File: src/nfr_pkg.sv
// Shared types, command codes and the length table for the nibble frame receiver.
`default_nettype none

package nfr_pkg;

   typedef enum logic [1:0] {
      PH_HUNT = 2'd0,
      PH_LOW  = 2'd1,
      PH_HIGH = 2'd2
   } phase_type;

   localparam logic EV_NIBBLE  = 1'b0;
   localparam logic EV_TIMEOUT = 1'b1;

   localparam logic ST_BYTE  = 1'b0;
   localparam logic ST_ABORT = 1'b1;

   // Commands, grouped by the number of data bytes that follow.
   localparam logic [7:0] CMD_NODATA_A = 8'h08;
   localparam logic [7:0] CMD_NODATA_B = 8'h0F;
   localparam logic [7:0] CMD_NODATA_C = 8'h6A;
   localparam logic [7:0] CMD_NODATA_D = 8'h71;
   localparam logic [7:0] CMD_LEN2_A   = 8'h73;
   localparam logic [7:0] CMD_LEN2_B   = 8'h79;
   localparam logic [7:0] CMD_LEN7     = 8'h7A;
   localparam logic [7:0] CMD_LEN8_A   = 8'h26;
   localparam logic [7:0] CMD_LEN8_B   = 8'h63;
   localparam logic [7:0] CMD_LEN8_C   = 8'h3E;
   localparam logic [7:0] CMD_LEN8_D   = 8'h39;

   localparam logic [3:0] LEN_NONE    = 4'd0;
   localparam logic [3:0] LEN_SHORT   = 4'd2;
   localparam logic [3:0] LEN_SEVEN   = 4'd7;
   localparam logic [3:0] LEN_EIGHT   = 4'd8;
   localparam logic [3:0] LEN_DEFAULT = 4'd9;

   typedef struct packed {
      phase_type  phase;
      logic [3:0] held_nibble;
      logic [3:0] byte_count;
      logic [3:0] frame_length;
   } state_type;

   typedef struct packed {
      logic       valid;
      logic       status;
      logic [7:0] byte_value;
      logic [3:0] byte_index;
      logic       last;
   } result_type;

   localparam state_type STATE_RESET = '{
      phase:        PH_HUNT,
      held_nibble:  4'd0,
      byte_count:   4'd0,
      frame_length: 4'd0
   };

   function automatic logic [3:0] length_for_command(input logic [7:0] cmd);
      logic [3:0] len;
      case (cmd) inside
         CMD_NODATA_A, CMD_NODATA_B, CMD_NODATA_C, CMD_NODATA_D: len = LEN_NONE;
         CMD_LEN2_A, CMD_LEN2_B:                                 len = LEN_SHORT;
         CMD_LEN7:                                               len = LEN_SEVEN;
         CMD_LEN8_A, CMD_LEN8_B, CMD_LEN8_C, CMD_LEN8_D:         len = LEN_EIGHT;
         default:                                                len = LEN_DEFAULT;
      endcase
      return len;
   endfunction

endpackage

`default_nettype wire

File: src/nibble_frame_receiver_unit.sv
// Top level of the nibble frame receiver: input register, frame state and result register.
//
//   channel | direction | handshake         | payload
//   req_    | in        | req_valid/stall   | event_kind, nibble_value
//   rsp_    | out       | rsp_valid/stall   | status, byte_value, byte_index, last
//
// One transaction per cycle while req_stall is low; results come from the result register.
// The input register is processed when the result register is empty or being drained.
// A result held by rsp_stall lets one more transaction wait in the input register.
// Synchronous reset returns the frame state to hunting and empties both registers.
`default_nettype none

module nibble_frame_receiver_unit (
   input  logic       clock,
   input  logic       reset,
   input  logic       req_valid,
   output logic       req_stall,
   input  logic       req_event_kind,
   input  logic [3:0] req_nibble_value,
   output logic       rsp_valid,
   input  logic       rsp_stall,
   output logic       rsp_status,
   output logic [7:0] rsp_byte_value,
   output logic [3:0] rsp_byte_index,
   output logic       rsp_last
);
   import nfr_pkg::*;

   logic       in_valid_ff;
   logic       in_kind_ff;
   logic [3:0] in_nibble_ff;
   state_type  state_ff;
   state_type  state_in;
   result_type step_result;
   result_type rsp_ff;
   result_type rsp_in;
   logic       out_free;
   logic       advance;

   assign out_free  = !rsp_ff.valid || !rsp_stall;
   assign advance   = in_valid_ff && out_free;
   assign req_stall = in_valid_ff && !out_free;

   nfr_frame_fsm u_fsm (
      .state_cur    (state_ff),
      .event_kind   (in_kind_ff),
      .nibble_value (in_nibble_ff),
      .state_nxt    (state_in),
      .result       (step_result)
   );

   always_ff @(posedge clock) begin
      if (reset) begin
         in_valid_ff <= 1'b0;
      end else if (req_valid && !req_stall) begin
         in_valid_ff <= 1'b1;
      end else if (advance) begin
         in_valid_ff <= 1'b0;
      end
   end

   always_ff @(posedge clock) begin
      if (req_valid && !req_stall) begin
         in_kind_ff   <= req_event_kind;
         in_nibble_ff <= req_nibble_value;
      end
   end

   always_ff @(posedge clock) begin
      if (reset) begin
         state_ff <= STATE_RESET;
      end else if (advance) begin
         state_ff <= state_in;
      end
   end

   // load the new result, or drop the one just taken
   always_comb begin
      rsp_in       = step_result;
      rsp_in.valid = advance && step_result.valid;
   end

   always_ff @(posedge clock) begin
      if (reset) begin
         rsp_ff <= '0;
      end else if (out_free) begin
         rsp_ff <= rsp_in;
      end
   end

   assign rsp_valid      = rsp_ff.valid;
   assign rsp_status     = rsp_ff.status;
   assign rsp_byte_value = rsp_ff.byte_value;
   assign rsp_byte_index = rsp_ff.byte_index;
   assign rsp_last       = rsp_ff.last;

`ifndef SYNTH
   a_abort_clean: assert property (@(posedge clock) disable iff (reset)
      (rsp_valid && rsp_status == ST_ABORT) |->
         (rsp_byte_value == 8'd0 && rsp_byte_index == 4'd0 && !rsp_last))
      else $error("abort result carries nonzero payload");

   a_last_hunts: assert property (@(posedge clock) disable iff (reset)
      (advance && step_result.valid && step_result.last) |=> (state_ff.phase == PH_HUNT))
      else $error("frame did not return to hunting after last byte");

   a_count_range: assert property (@(posedge clock) disable iff (reset)
      (state_ff.byte_count <= LEN_DEFAULT && state_ff.frame_length <= LEN_DEFAULT))
      else $error("byte count or frame length out of range");

   a_stall_cause: assert property (@(posedge clock) disable iff (reset)
      req_stall |-> (in_valid_ff && rsp_valid && rsp_stall))
      else $error("input stalled without a held result");
`endif

endmodule

`default_nettype wire

File: src/nfr_frame_fsm.sv
// Frame state machine: next state and result for one nibble or timeout event.
`default_nettype none

module nfr_frame_fsm (
   input  nfr_pkg::state_type  state_cur,
   input  logic                event_kind,
   input  logic [3:0]          nibble_value,
   output nfr_pkg::state_type  state_nxt,
   output nfr_pkg::result_type result
);
   import nfr_pkg::*;

   logic [7:0] byte_value;
   logic [3:0] cur_length;
   logic       is_last;

   assign byte_value = {nibble_value, state_cur.held_nibble};
   // The command byte sets the frame length in the same transaction.
   assign cur_length = (state_cur.byte_count == 4'd0) ? length_for_command(byte_value)
                                                      : state_cur.frame_length;
   assign is_last    = (state_cur.byte_count >= cur_length);

   // Next state
   always_comb begin
      state_nxt = state_cur;
      if (event_kind == EV_TIMEOUT) begin
         state_nxt = STATE_RESET;
      end else begin
         unique case (state_cur.phase)
            PH_LOW: begin
               state_nxt.held_nibble = nibble_value;
               state_nxt.phase       = PH_HIGH;
            end
            PH_HIGH: begin
               if (is_last) begin
                  state_nxt = STATE_RESET;
               end else begin
                  state_nxt.byte_count   = state_cur.byte_count + 4'd1;
                  state_nxt.frame_length = cur_length;
                  state_nxt.held_nibble  = 4'd0;
                  state_nxt.phase        = PH_LOW;
               end
            end
            default: begin
               // Hunting: skip zero nibbles, drop the header.
               state_nxt       = STATE_RESET;
               state_nxt.phase = (nibble_value != 4'd0) ? PH_LOW : PH_HUNT;
            end
         endcase
      end
   end

   // Outputs
   always_comb begin
      result = '0;
      if (event_kind == EV_TIMEOUT) begin
         result.valid  = 1'b1;
         result.status = ST_ABORT;
      end else begin
         unique case (state_cur.phase)
            PH_HIGH: begin
               result.valid      = 1'b1;
               result.status     = ST_BYTE;
               result.byte_value = byte_value;
               result.byte_index = state_cur.byte_count;
               result.last       = is_last;
            end
            default: begin
               result.valid = 1'b0;
            end
         endcase
      end
   end

endmodule

`default_nettype wire
File: config.mk
export PLATFORM = sky130hd
export DESIGN_NAME = nibble_frame_receiver_unit
export DESIGN_NICKNAME = d
export VERILOG_FILES = /design/src/nfr_pkg.sv /design/src/nibble_frame_receiver_unit.sv /design/src/nfr_frame_fsm.sv
export SDC_FILE = /design/constraint.sdc
export NUM_CORES = 1
export LEC_CHECK = 0
export BUFFER_PORTS_ARGS = -buffer_cell sky130_fd_sc_hd__buf_2
export CORE_MARGIN = 8
export CORE_UTILIZATION = 50
export CTS_CLUSTER_SIZE = 8
export DETAILED_ROUTE_END_ITERATION = 6
export PLACE_DENSITY_LB_ADDON = 0.08
export RECOVER_POWER = 50
export SYNTH_ARGS = -nofsm -noshare
export SYNTH_HDL_FRONTEND = slang
export SYNTH_HIERARCHICAL = 1
export SYNTH_SLANG_ARGS = --single-unit
File: constraint.sdc
create_clock -name clock -period 4.5 [get_ports clock]
set_clock_uncertainty 0.15 [all_clocks]
set_input_delay 0.225 -clock clock [delete_from_list [all_inputs] [get_ports clock]]
set_output_delay 0.225 -clock clock [all_outputs]
set_load 0.01 [all_outputs]
==> results of run 1 <==
cells by family (layout without fill, tap and decap cells):
kind of cell,after synthesis,count (layout)
AND/OR/NAND/NOR,112,112
flip-flops,35,35
XOR/XNOR,1,1
multiplexers,17,17
adder cells (fa/ha/maj),8,8
AO/OA/AOI/OAI,54,54
buffers and inverters,29,47
state kept, by name, indices dropped and copies added, names as in the netlist:
name            flops
in_kind_ff          1
in_nibble_ff        4
in_valid_ff         1
rsp_byte_index      4
rsp_byte_value      8
rsp_last            1
rsp_status          1
rsp_valid           1
state_ff           14
Yosys cell counts, types with 3 or more instances:
cell / number
dfxtp_1: 30
nand2b_1: 30
a21oi_1: 22
nand3_1: 20
mux2i_1: 17
a21bo_2: 14
nand2_1: 13
and2_1: 12
buf_2: 10
nor2_1: 10
inv_1: 9
ha_1: 8
clkbuf_1: 7
and3_1: 5
edfxtp_1: 5
nor2b_1: 5
a22oi_1: 3
nor4bb_1: 3
area by class of cell:
class                      instances  area (µm²)
tap                               52       65.06
clock buffer                       6       72.57
sequential                        35       750.7
clock inverter                     2       60.06
multi-input combinational        192        1320
fill                             419        1862
inverter                           9       33.78
timing repair buffer              30       160.2
worst min-delay path by stage:
stage                                  to  cells after the start                 from  slack (ps)
after floorplan                in_kind_ff                      0       req_event_kind         170
after global placement    in_nibble_ff[1]                      1  req_nibble_value[1]         250
after detailed placement  in_nibble_ff[2]                      1  req_nibble_value[2]         250
after CTS                     in_valid_ff                      3            req_valid          30
after global routing          in_valid_ff                      3            req_valid          60
final                         in_valid_ff                      3            req_valid          40
power by group through the flow:
stage	Sequential (mW)	Clock, mW	Combinational, mW
3_5_place_dp	0.337	0	0.0395
5_1_grt	0.331	0.356	0.0464
3_3_place_gp	0.337	0	0.0395
6_report	0.330	0.339	0.0428
4_1_cts	0.330	0.343	0.0429
2_1_floorplan	0.333	0	0.0348
critical path, stage by stage, from the launching register on:
cell	delay, ps
dfxtp_1	350
inv_1	120
ha_1	170
or3b_1	450
a311oi_2	270
a41oi_1	100
or4_1	590
nand2_1	80
ha_1	220
nand2b_1	140
a2111o_1	440
a21boi_0	180
buf_4	200
nor3b_1	190
o21a_1	130
nand2b_1	50
mux2i_1	120
layout by cell type (no fill, tap or decap), types with 10 or more instances in the layout:
cell type	n
and2_1	11
nor2_1	10
nand2_1	13
clkbuf_1	15
a21bo_2	14
buf_2	10
mux2i_1	17
dfxtp_1	30
a21oi_1	22
nand2b_1	30
nand3_1	20
metal layers:
layer	vias to the layer above	GRT usage (%)	share of wire, %
li1	919	-	-
met1	848	17.91	46
met2	25	26.08	49
met3	5	3.896	3.4
met4	0	4.655	1.3
met5	-	0	0
==> run summary, run 1 <==
Mean Syn Cell Area: 8.666 µm²
Highest Clock Rate: 248.1 MHz
Max_slew headroom: -88.22%
Fraction of layout cells with a size suffix above 1: 13.14%
Final core occ: 56.94%
Port Buffer Count: 24
Max H-tree Level: 2
Core Area: 4324 µm²
Die area: 6824 µm²
Logic pwr share: 6.0%
Fin cells: 326
Period minus WS final: 4031 ps
Largest net degree at the start of global routing: 45
Synth top area cells: dfxtp_1, nand2b_1, mux2i_1
Number of antenna diodes: 0
Max capacitance violation total: 1
Main combinational cell family by area after synthesis: simple AND/OR/NAND/NOR gates
Critical path endpoint: state_ff[3]
Area Overhead vs Synth: 11.00%
DRC: 0
Antenna Violating Nets Remaining: 0
Final Slew Violations: 15
Distinct cells, synth: 45
Placed cell area: 2308 µm²
Setup TNS: 0 ps
DRT Wirelength: 4784 µm
Fin. Hold Viols: 0
Die Ht: 82.61 µm
Final setup violation count: 0
Flops & latches, synth: 35
Initial antenna violation count: 0
Reg power frac: 46.4%
Failing checks: capacitance limit, slew limit
CTS tree: built
Sequential area share after synthesis: 33.84%
Vias/cell: 5.512
CP max FO: 11
Status: finished, violations left
Number of enable flip-flop cells after synthesis: 5
Vias: 1,797
Hold slack: 40.51 ps
Synth warn: 6
Ratio of total power to cell area: 289.0 nW/µm²
Peak supply drop: 0.1941 mV
Final #Nets: 290
Critical Path End Type: flip-flop
Power, Total: 0.7116 mW
R2R Path Start: state_ff[4]
First-pass GRT wire length: 8128 µm
Share of the synthesized area in the top cell type: 27.07%
CTS sink cnt: 35
Simple-gate share of the synthesized area: 29.22%
RR Endpoint: state_ff[3]
Cells on worst reg2reg path: 16
Synth async-reset ratio: 0%
Synth Area in Compound Gates: 18.22%
Root Driver: clkbuf_8
Area leader, netlist: dfxtp_1
TritonCTS buffer count: 5
CTS resizes: 0
Switching pwr: 0.1484 mW
Clock tree buffer depth: 2
Synth Area in Adders: 4.512%
P_int: 0.5632 mW
Post-CTS Setup Inserts: 0
Worst-Margin Slew: 2798 ps
GR Overflow Total: 0
Lkg Pwr: 0.9227 nW
Final Cycle Share: 89.58%
Setup ws final: 469.1 ps
Site row count: 24
Setup WS pre-CTS: 536.3 ps
I/O pins: 25
Worst reg2reg setup slack: 470 ps
Dpl cells: 313
Final instance area: 2462 µm²
GPL Wtd Cong: 0.8928
Worst Setup Path Type: reg2reg
Worst-path clk slew: 80 ps
Synth Net Count: 273
Synth Flop Type: dfxtp_1
First-pass DRT Iterations: 4
Sw Share: 20.85%
Vias in the first global route: 1,780
Gr usage total: 15.11%
Post-synthesis mux area share: 7.671%
RSZ-0062 raised after global routing: false
Die W: 82.61 µm
Post-Syn Area: 2218 µm²
Iter 0 DRT Violations: 113
Clk Latency, worst-skew pair: 290 ps
Drt wl/cell: 14.67 µm
DPL Wire Length: 3212 µm
Min-delay worst type: in2reg
Startpoint types: flip-flop
Syn Inst Count: 256
CP startpoint: state_ff[4]
WP data arrival: 4080 ps
Cts hold-fix bufs: 5
WP data required: 4550 ps
Post-Synth XOR/XNOR Area: 0.3948%
Clock share of power: 47.6%
Initial Util: 51.30%
No activity file was read; power rests on OpenSTA's default activity.
==> run 2: changes to the inputs <==
ABC_AREA = 1   (was unset)
==> run 2 against run 1 <==
  * Critical endpoint is now state_ff[12]
  * The run still ends with capacitance limit, slew limit left
  * Largest cell class unchanged
  * Register-to-register slack gained 1200 ps
  * Clock-buffer cell count grew 1
  * Worst hold slack got worse by 7.8 ps
==> run summary, run 2 <==
Synth async-reset ratio: 0% (unchanged)
Fin. Hold Viols: 0 (unchanged)
Area Overhead vs Synth: 7.972% (was 11.00%)
I/O pins: 25 (unchanged)
Share of the synthesized area in the top cell type: 26.39% (was 27.07%)
Ratio of total power to cell area: 319.9 nW/µm² (was 289.0 nW/µm²)
Final Slew Violations: 1 (was 15)
Mean Syn Cell Area: 7.157 µm² (was 8.666 µm²)
Post-Synth XOR/XNOR Area: 0.7697% (was 0.3948%)
Clock tree buffer depth: 2 (unchanged)
Synth Area in Adders: 4.398% (was 4.512%)
Cells on worst reg2reg path: 17 (was 16)
Largest net degree at the start of global routing: 44 (was 45)
CTS resizes: 0 (unchanged)
WP data arrival: 2940 ps (was 4080 ps)
Min-delay worst type: in2reg (unchanged)
Sequential area share after synthesis: 32.99% (was 33.84%)
Site row count: 24 (unchanged)
Startpoint types: flip-flop (unchanged)
CTS tree: built (unchanged)
Top post-synthesis cells by count: nand2_1, nor2_1, inv_1, a21oi_1, dfxtp_1 (was dfxtp_1, nand2b_1, a21oi_1, nand3_1, mux2i_1)
Max_slew headroom: -0.2116% (was -88.22%)
Main combinational cell family by area after synthesis: simple AND/OR/NAND/NOR gates (unchanged)
Largest stage delay on the critical path: 340 ps (was 590 ps)
Worst-Margin Slew: 1500 ps (was 2798 ps)
Die area: 6966 µm² (was 6824 µm²)
Vias: 1,977 (was 1,797)
Worst Setup Path Type: reg2reg (unchanged)
Root Driver: clkbuf_8 (unchanged)
Top-count cell post-synth: nand2_1
First-pass DRT Iterations: 4 (unchanged)
Vias in the first global route: 1,880 (was 1,780)
Max H-tree Level: 2 (unchanged)
Biggest register: state_ff (unchanged)
Multi-input gate area: 1189 µm² (was 1320 µm²)
Gr usage total: 14.62% (was 15.11%)
Initial Util: 51.91% (was 51.30%)
Critical path, cell by cell: inv_1, ha_1, nand3_1, inv_1, nand3_2, nand2_2, inv_1, ha_1, a21oi_1, nand3_2, nor2_4, inv_1, a211oi_2, inv_1, nand3_2, nand2_1, nor2_1 (was inv_1, ha_1, or3b_1, a311oi_2, a41oi_1, or4_1, nand2_1, ha_1, nand2b_1, a2111o_1, a21boi_0, buf_4, nor3b_1, o21a_1, nand2b_1, mux2i_1)
Critical Path End Type: flip-flop (unchanged)
CP dominant cell by count: inv_1
Worst-path clk slew: 70 ps (was 80 ps)
Cts hold-fix bufs: 5 (unchanged)
RSZ-0062 raised after global routing: false (unchanged)
Post-Syn Area: 2276 µm² (was 2218 µm²)
CTS sink cnt: 35 (unchanged)
Max reg flops: 14 (unchanged)
Initial antenna violation count: 0 (unchanged)
Setup TNS: 0 ps (unchanged)
DPL Wire Length: 3423 µm (was 3212 µm)
Max capacitance violation total: 1 (unchanged)
Clk Latency, worst-skew pair: 290 ps (about the same)
Synth Area in Compound Gates: 11.00% (was 18.22%)
Die Ht: 83.47 µm (was 82.61 µm)
Min-delay src: req_valid (unchanged)
Sequential cell area: 750.7 µm² (unchanged)
Status: finished, violations left (unchanged)
RR Endpoint: state_ff[12] (was state_ff[3])
Post-CTS Setup Inserts: 0 (unchanged)
CP max FO: 8 (was 11)
Placed cell area: 2313 µm² (was 2308 µm²)
Final instance area: 2457 µm² (was 2462 µm²)
Syn Inst Count: 318 (was 256)
Antenna Violating Nets Remaining: 0 (unchanged)
Fraction of layout cells with a size suffix above 1: 18.05% (was 13.14%)
Final #Nets: 354 (was 290)
Most frequent cells in the layout: nand2_1, nor2_1, inv_1 (was nand2b_1, dfxtp_1, a21oi_1)
Commonest non-fill, non-tap cell in the layout: nand2_1
First-pass GRT wire length: 8652 µm (was 8128 µm)
DRC: 0 (unchanged)
Die W: 83.47 µm (was 82.61 µm)
Hold Path Cell Cnt: 3 (unchanged)
Lkg Pwr: 0.9985 nW (was 0.9227 nW)
Final setup violation count: 0 (unchanged)
Synth warn: 6 (unchanged)
Core Area: 4384 µm² (was 4324 µm²)
Number of enable flip-flop cells after synthesis: 5 (unchanged)
FILL cells: 454 (was 419)
Area leader, netlist: dfxtp_1 (unchanged)
Drt wl/cell: 12.76 µm (was 14.67 µm)
DRT Wirelength: 4976 µm (was 4784 µm)
Synth top area cells: dfxtp_1, nand2_1, nor2_1 (was dfxtp_1, nand2b_1, mux2i_1)
Peak supply drop: 0.1588 mV (was 0.1941 mV)
WP data required: 4570 ps (was 4550 ps)
Period minus WS final: 2867 ps (was 4031 ps)
Simple-gate share of the synthesized area: 36.78% (was 29.22%)
Synth Net Count: 335 (was 273)
Worst reg2reg setup slack: 1630 ps (was 470 ps)
Synth Flop Type: dfxtp_1 (unchanged)
R2R Path Start: state_ff[4] (unchanged)
CP max stage cell: dfxtp_1 (was or4_1)
Distinct cells, synth: 30 (was 45)
Number of antenna diodes: 0 (unchanged)
GPL Wtd Cong: 0.8127 (was 0.8928)
Post-synthesis mux area share: 0% (was 7.671%)
Iter 0 DRT Violations: 84 (was 113)
Port Buffer Count: 24 (unchanged)
Failing checks: capacitance limit, slew limit (unchanged)
Final Cycle Share: 63.71% (was 89.58%)
Highest Clock Rate: 348.8 MHz (was 248.1 MHz)
GR Overflow Total: 0 (unchanged)
Hold Crit Endpoint: in_valid_ff (unchanged)
Flops & latches, synth: 35 (unchanged)
TritonCTS buffer count: 5 (unchanged)
Vias/cell: 5.069 (was 5.512)
[run 2: stage by stage]
step	worst slack [ps]	power [mW]	util, %	hold slack (ps)	instances
2_1_floorplan	2004	0.4535	-	173.9	318
3_3_place_gp	1797	0.4696	52.77	251.7	377
3_5_place_dp	1693	0.4708	52.77	253.6	377
4_1_cts	1634	0.7990	56.82	18.06	390
5_1_grt	1339	0.8256	56.05	32.25	390
6_report	1633	0.7862	56.05	32.69	390
[run 2: critical path, delay by kind of cell (launching register included)]
family / cells / cell delay [ps]
compound gates: 2 / 350
fa+ha+maj: 2 / 480
buf+inv: 5 / 520
flops: 1 / 340
simple gates: 8 / 950
[run 2: cell type report]
type                            instances  area share, %
Sequential cell                        35          30.55
Tap cell                               52          2.648
Timing Repair Buffer                   30          6.517
Multi-Input combinational cell        221          48.37
Inverter                               44          6.721
Clock buffer                            7          3.971
Clock inverter                          1          1.222
[run 2: worst max-delay path by stage]
stage,cells past startpoint,to,slack (ps),startpoint
after detailed placement,17,state_ff[12],1690,state_ff[4]
after floorplan,17,state_ff[12],2000,state_ff[4]
final,17,state_ff[12],1630,state_ff[4]
after CTS,17,state_ff[12],1630,state_ff[4]
after global placement,17,state_ff[12],1800,state_ff[4]
after global routing,17,state_ff[4],1340,state_ff[4]
[run 2: where the power goes]
group	switching [mW]	leakage, nW	internal [mW]	total [mW]
registers	0.0137	0.294	0.330	0.344
logic	0.0783	0.641	0.0446	0.123
clock network	0.120	0.0636	0.199	0.319
total	0.212	0.999	0.574	0.786
[run 2: kinds of logic (layout without fill, tap and decap cells)]
kind of cell	count (synthesis)	count (layout)
fa+ha+maj	8	8
flops	35	35
buf+inv	62	82
xor+xnor	2	2
simple gates	168	168
compound gates	43	43
[run 2: per-layer routing]
metal	vias to the layer above	GRT usage (%)	routed length, µm
met5	-	0	0
met4	0	4.710	67
met3	7	3.809	181
met2	34	24.05	2383
met1	900	18.05	2343
li1	1036	-	-
